`config.mk`:
```
export PLATFORM = sky130hd
export DESIGN_NAME = syscall_errno_rule_table
export DESIGN_NICKNAME = d
export VERILOG_FILES = /design/src/hdl/sert_pkg.sv /design/src/hdl/sert_cell.sv /design/src/hdl/syscall_errno_rule_table.sv
export SDC_FILE = /design/constraint.sdc
export NUM_CORES = 2
export LEC_CHECK = 0
export ABC_AREA = 1
export BUFFER_PORTS_ARGS = -buffer_cell sky130_fd_sc_hd__buf_2
export CORE_MARGIN = 2
export CORE_UTILIZATION = 65
export DETAILED_ROUTE_END_ITERATION = 10
export PLACE_DENSITY = 0.79
export SYNTH_ARGS = -nofsm -noshare
export SYNTH_HDL_FRONTEND = slang
export SYNTH_SLANG_ARGS = --single-unit
```
`constraint.sdc`:
```
create_clock -name i_clk -period 7 [get_ports i_clk]
set_input_delay 0.7 -clock i_clk [delete_from_list [all_inputs] [get_ports i_clk]]
set_output_delay 0.7 -clock i_clk [all_outputs]
set_load 0.01 [all_outputs]
```
`src/hdl/sert_pkg.sv`:
```
// Shared types and constants for the syscall errno rule table.
// Holds the beat token that walks the cell chain and the result codes.
// No dependencies.
package sert_pkg;

    localparam int NR_W    = 15;
    localparam int ERRNO_W = 12;

    localparam logic [1:0] OP_SET   = 2'd0;
    localparam logic [1:0] OP_CHECK = 2'd1;
    localparam logic [1:0] OP_CLEAR = 2'd2;

    localparam logic [1:0] ST_OK      = 2'd0;
    localparam logic [1:0] ST_INVALID = 2'd1;
    localparam logic [1:0] ST_FULL    = 2'd2;

    typedef enum logic [1:0] {
        CMD_SET,
        CMD_CHECK,
        CMD_CLEAR,
        CMD_FILL
    } t_cmd;

    // Token handed from cell to cell, one cell per cycle.
    typedef struct packed {
        logic               vld;
        t_cmd               cmd;
        logic [NR_W-1:0]    nr;
        logic [ERRNO_W-1:0] val;   // error to write, or error found by a check
        logic               hit;   // match seen, or fill already taken
        logic               free;  // free slot seen
    } t_tok;

endpackage

```
`src/hdl/sert_cell.sv`:
```
// One rule slot of the chain: valid bit, call number and error code.
// Looks at the passing token, updates its slot and hands the token on.
// Depends on sert_pkg.
module sert_cell (
    input  logic          i_clk,
    input  logic          i_rst_n,
    input  sert_pkg::t_tok i_tok,
    output sert_pkg::t_tok o_tok
);
    import sert_pkg::*;

    logic               r_valid;
    logic [NR_W-1:0]    r_nr;
    logic [ERRNO_W-1:0] r_errno;
    t_tok               r_tok;
    t_tok               n_tok;
    logic               match;
    logic               take;

    assign match = r_valid && (r_nr == i_tok.nr);
    assign take  = i_tok.vld && (i_tok.cmd == CMD_FILL) && !r_valid && !i_tok.hit;

    always_comb begin
        n_tok = i_tok;
        if (i_tok.vld) begin
            case (i_tok.cmd)
                CMD_SET: begin
                    if (match) n_tok.hit = 1'b1;
                    if (!r_valid) n_tok.free = 1'b1;
                end
                CMD_CHECK: begin
                    if (match) begin
                        n_tok.hit = 1'b1;
                        n_tok.val = r_errno;
                    end
                end
                CMD_FILL: begin
                    if (take) n_tok.hit = 1'b1;
                end
                default: ;
            endcase
        end
    end

    always_ff @(posedge i_clk) begin
        if (!i_rst_n) begin
            r_valid <= 1'b0;
            r_tok   <= '0;
        end else begin
            r_tok <= n_tok;
            if (i_tok.vld && (i_tok.cmd == CMD_CLEAR)) r_valid <= 1'b0;
            else if (take) r_valid <= 1'b1;
        end
    end

    always_ff @(posedge i_clk) begin
        if (take) begin
            r_nr    <= i_tok.nr;
            r_errno <= i_tok.val;
        end else if (i_tok.vld && (i_tok.cmd == CMD_SET) && match) begin
            r_errno <= i_tok.val;
        end
    end

    assign o_tok = r_tok;

endmodule

```
`src/hdl/syscall_errno_rule_table.sv`:
```
// Top level of the syscall errno rule table: command decode, result register
// and a chain of RULE_SLOTS rule cells. Depends on sert_pkg and sert_cell.
//
// channel   direction  handshake                  payload
// command   in         start high, busy low       i_op, i_syscall_nr, i_err_value
// result    out        o_strobe, one cycle        o_status, o_denied, o_deny_errno
//
// A command that fails its argument checks (negative call number or
// non-positive error on set, unused op) and a check of a negative number
// answer in the cycle after the command beat. Every other command walks the
// cell chain once, one cell per cycle; a set that adds a new rule walks it
// twice. The chain length sets the rate.
// Reset clears every valid bit at once; no clearing pass. The receiver
// cannot stall: the result beat is on the ports for exactly one cycle.
module syscall_errno_rule_table #(
    parameter int RULE_SLOTS = 32
) (
    input  logic               i_clk,
    input  logic               i_rst_n,
    input  logic               start,
    output logic               busy,
    input  logic [1:0]         i_op,
    input  logic signed [15:0] i_syscall_nr,
    input  logic signed [12:0] i_err_value,
    output logic               o_strobe,
    output logic [1:0]         o_status,
    output logic               o_denied,
    output logic [11:0]        o_deny_errno
);
    import sert_pkg::*;

    typedef enum logic {
        S_IDLE,
        S_WALK
    } t_state;

    t_state             r_state, n_state;
    t_tok               r_launch, n_launch;
    logic               r_strobe, n_strobe;
    logic [1:0]         r_status, n_status;
    logic               r_denied, n_denied;
    logic [ERRNO_W-1:0] r_deny_errno, n_deny_errno;

    t_tok               w_tok [RULE_SLOTS+1];
    t_tok               tail;
    logic               nr_neg;
    logic               err_pos;

    // Chain of cells: the launch register feeds the first, the last feeds back here.
    assign w_tok[0] = r_launch;
    for (genvar g = 0; g < RULE_SLOTS; g++) begin : g_cell
        sert_cell u_cell (
            .i_clk   (i_clk),
            .i_rst_n (i_rst_n),
            .i_tok   (w_tok[g]),
            .o_tok   (w_tok[g+1])
        );
    end
    assign tail = w_tok[RULE_SLOTS];

    assign nr_neg  = i_syscall_nr[15];
    assign err_pos = !i_err_value[12] && (|i_err_value[11:0]);

    always_comb begin
        n_state      = r_state;
        n_launch     = '0;
        n_strobe     = 1'b0;
        n_status     = ST_OK;
        n_denied     = 1'b0;
        n_deny_errno = '0;
        case (r_state)
            S_IDLE: begin
                if (start) begin
                    // Fill the token fields common to every launched command.
                    n_launch.nr  = i_syscall_nr[NR_W-1:0];
                    n_launch.val = i_err_value[ERRNO_W-1:0];
                    case (i_op)
                        OP_SET: begin
                            if (nr_neg || !err_pos) begin
                                n_strobe = 1'b1;
                                n_status = ST_INVALID;
                            end else begin
                                n_launch.vld = 1'b1;
                                n_launch.cmd = CMD_SET;
                                n_state      = S_WALK;
                            end
                        end
                        OP_CHECK: begin
                            // Stored numbers are never negative: allow at once.
                            if (nr_neg) begin
                                n_strobe = 1'b1;
                            end else begin
                                n_launch.vld = 1'b1;
                                n_launch.cmd = CMD_CHECK;
                                n_launch.val = '0;
                                n_state      = S_WALK;
                            end
                        end
                        OP_CLEAR: begin
                            n_launch.vld = 1'b1;
                            n_launch.cmd = CMD_CLEAR;
                            n_state      = S_WALK;
                        end
                        default: begin
                            n_strobe = 1'b1;
                            n_status = ST_INVALID;
                        end
                    endcase
                end
            end
            S_WALK: begin
                if (tail.vld) begin
                    n_strobe = 1'b1;
                    n_state  = S_IDLE;
                    case (tail.cmd)
                        CMD_SET: begin
                            if (!tail.hit) begin
                                if (tail.free) begin
                                    // No rule matched: walk again and take the lowest free slot.
                                    n_strobe     = 1'b0;
                                    n_state      = S_WALK;
                                    n_launch.vld = 1'b1;
                                    n_launch.cmd = CMD_FILL;
                                    n_launch.nr  = tail.nr;
                                    n_launch.val = tail.val;
                                end else begin
                                    n_status = ST_FULL;
                                end
                            end
                        end
                        CMD_CHECK: begin
                            n_denied     = tail.hit;
                            n_deny_errno = tail.hit ? tail.val : '0;
                        end
                        default: ;
                    endcase
                end
            end
            default: n_state = S_IDLE;
        endcase
    end

    always_ff @(posedge i_clk) begin
        if (!i_rst_n) begin
            r_state      <= S_IDLE;
            r_launch     <= '0;
            r_strobe     <= 1'b0;
            r_status     <= ST_OK;
            r_denied     <= 1'b0;
            r_deny_errno <= '0;
        end else begin
            r_state      <= n_state;
            r_launch     <= n_launch;
            r_strobe     <= n_strobe;
            r_status     <= n_status;
            r_denied     <= n_denied;
            r_deny_errno <= n_deny_errno;
        end
    end

    assign busy         = (r_state != S_IDLE);
    assign o_strobe     = r_strobe;
    assign o_status     = r_status;
    assign o_denied     = r_denied;
    assign o_deny_errno = r_deny_errno;

endmodule

```
==> flow_metrics.env <==
export IMPL_cp_max_fo=12
export IMPL_dieArea_um2=124000
export IMPL_wirelength_mm=159
export IMPL_p_leak_nw=44.5
export IMPL_clock_latency_ns=0.79
export IMPL_post_synth_top_count_cell="nand2_1"
export IMPL_first_pass_iters=6
export IMPL_synth_xor_area_frac=0.0139
export IMPL_diodes=0
export IMPL_areaGrowthSynthToFinish_pct=10.4
export IMPL_initial_utilization=0.656
export IMPL_place_gp_congestion=0.905
export IMPL_synth_edff_count=864
export IMPL_muxShareOfSynthArea=0
export IMPL_postRouteAntennaNets=0
export IMPL_rows=127
export IMPL_skew_ns=0.0181
export IMPL_cts_root_buffer="clkbuf_16"
export IMPL_drv_cap=0
export IMPL_ys_seq_area_frac=0.609
export IMPL_numCtsBuffers=187
export IMPL_slowest_stage="o21bai_1"
export IMPL_power_density_nw_per_um2=259
export IMPL_ys_seq_elements=1967
export IMPL_yosys_most_used_dff="dfxtp_1"
export IMPL_layout_drive_gt1_share=0.0615
export IMPL_status="complete, no violations"
export IMPL_hold_ws_ns=0.125
export IMPL_grt_pass1_wl_mm=259
export IMPL_grt_usage=0.255
export IMPL_pin_count=51
export IMPL_fmax_ghz=0.396
export IMPL_cts_tree="done"
export IMPL_relSlewSlack=0.141
export IMPL_synth_cell_types=38
export IMPL_start_kind="flip-flop"
export IMPL_tightest_slew_ns=1.29
export IMPL_totalPowerFinal_w=0.0226
export IMPL_yosys_area_share_simple=0.226
export IMPL_vias=53700
export IMPL_worstPathRequired_ns=7.40
export IMPL_min_path_type="in2reg"
export IMPL_drt_vias_per_instance=4.90
export IMPL_die_x_um=352
export IMPL_wl_per_cell_um=14.5
export IMPL_syn_inst=9081
export IMPL_synth_warning_count=0
export IMPL_hold_viol_final=0
export IMPL_drtIter0Drc=3934
export IMPL_path_clk_slew_ns=0.06
export IMPL_core_area_um2=120000
export IMPL_synth_area_leader_cell="edfxtp_1"
export IMPL_synth_top_family_by_area="simple AND/OR/NAND/NOR gates"
export IMPL_rsz0062_at_grt="no"
export IMPL_synth_area_leaders="edfxtp_1 (33%), dfxtp_1 (28%), nand2_1 (13%)"
export IMPL_grt_antenna_before_repair=1
export IMPL_cts_sinks=1967
export IMPL_setup_tns_final_ns=0
export IMPL_grt_overflow=0
export IMPL_fin_crit_ns=2.52
export IMPL_cp_end_kind="flip-flop"
export IMPL_numPortBuffers=50
export IMPL_ir_drop_mv=0.269
export IMPL_syn_area_um2=78800
export IMPL_grt_max_degree=230
export IMPL_avgSynthCellArea_um2=8.68
export IMPL_worst_endpoint_arrival_ns=2.92
export IMPL_dp_hpwl_mm=109
export IMPL_fin_crit_sh=0.360
export IMPL_synth_top_area_share=0.329
export IMPL_synth_fa_ha_area_frac=0.0246
export IMPL_die_y_um=352
export IMPL_synth_compound_area_frac=0.0229
export IMPL_path_class="reg2reg"
export IMPL_crit_path_max_incr_delay_ns=0.94
export IMPL_syn_nets=9270
export IMPL_synthTopCellsByCount="nand2_1 (2707), inv_1 (1849), nor2_1 (1394)"
export IMPL_clockBufferDepth=3
export IMPL_crit_path_frequent_cell="nand2_1"
export IMPL_nets=9361
export IMPL_grt_pass1_vias=53200
export IMPL_drv_slew=0
export IMPL_async_flop_share=0
export IMPL_cp_cell_sequence="inv_1 -> nand2_1 -> nand2_1 -> nor2_1 -> nand2_1 -> nor2_1 -> nand2_1 -> o21bai_1"
export IMPL_drc=0
export IMPL_cts_resized=0
export IMPL_cts_setup_buffers=0
export IMPL_cts_hold_buf=0
export IMPL_htreeDepth=4
export IMPL_finalSetupViolCount=0
-- cells in the final DEF, fill, tap and decap left out, types with 63 or more instances in the layout --
master,Yosys,routed
clkbuf_16,0,196
nand2_1,2707,2707
dfxtp_1,1103,1103
a21oi_1,70,70
ha_1,155,155
o21ai_0,151,151
nand3_1,94,94
xor2_1,63,63
inv_1,1849,1849
edfxtp_1,864,864
nor2_1,1394,1394
-- cell families after synthesis --
logic type,after synthesis
adder cells (fa/ha/maj),155
buffers and inverters,2069
AO/OA/AOI/OAI,327
AND/OR/NAND/NOR,4438
flip-flops,1967
XOR/XNOR,125
-- report_power, final --
group	switching (W)	total [W]	internal [W]
registers	0.0000203	0.0119	0.0119
clock network	0.00424	0.0105	0.00622
logic	0.000149	0.000189	0.0000393
total	0.00441	0.0226	0.0182
-- final timing paths --
path	from	endpoint	slack, ns	cells after the start
min	i_syscall_nr[14]	r_launch[28]	0.13	3
min reg2reg	g_cell[16].u_cell.o_tok[8]	g_cell[17].u_cell.r_errno[6]	0.42	0
max reg2reg	g_cell[6].u_cell.o_tok[14]	g_cell[7].u_cell.r_errno[7]	4.48	8
max	g_cell[6].u_cell.o_tok[14]	g_cell[7].u_cell.r_errno[7]	4.48	8
-- metal layers --
layer  track usage  wire (um)  vias to the layer above
met5             0          9                        -
met3        0.0375       6920                      368
li1              -          -                    27300
met2         0.466      81600                     1183
met4        0.0941       5430                        2
met1         0.303      64800                    24900
-- layout make-up --
type                       count  area [um^2]
sequential                  1967        48000
fill                        8431        33100
multi-input combinational   5045        22800
inverter                    1878         7050
clock buffer                 267         5500
tap                         1612         2020
clock inverter                87          991
timing repair buffer          93          621
-- state kept, by name (all words and copies together) (netlist names) --
register / count
busy: 1
g_cell.u_cell.r_errno: 384
r_launch: 30
o_strobe: 1
g_cell.u_cell.r_valid: 32
o_denied: 1
o_deny_errno: 12
g_cell.u_cell.o_tok: 1024
o_status: 2
g_cell.u_cell.r_nr: 480
-- stage by stage --
stage / std cells / worst slack [ns] / instance area (um^2) / utilization
detailed placement: 10600 / 3.78 / 80500 / 0.670
CTS: 10900 / 4.47 / 87000 / 0.724
finish: 10900 / 4.48 / 87000 / 0.724
global placement: 10600 / 3.87 / 80500 / 0.670
floorplan: 9081 / 3.82 / 78800 / -
global route: 10900 / 4.23 / 87000 / 0.724
-- critical path: cells and delay by family, from the launching register on --
kind | cells | cell delay (ns)
buf+inv | 1 | 0.10
flops | 1 | 0.45
compound gates | 1 | 0.94
simple gates | 6 | 0.65
Power figures use the tool's default switching activity.
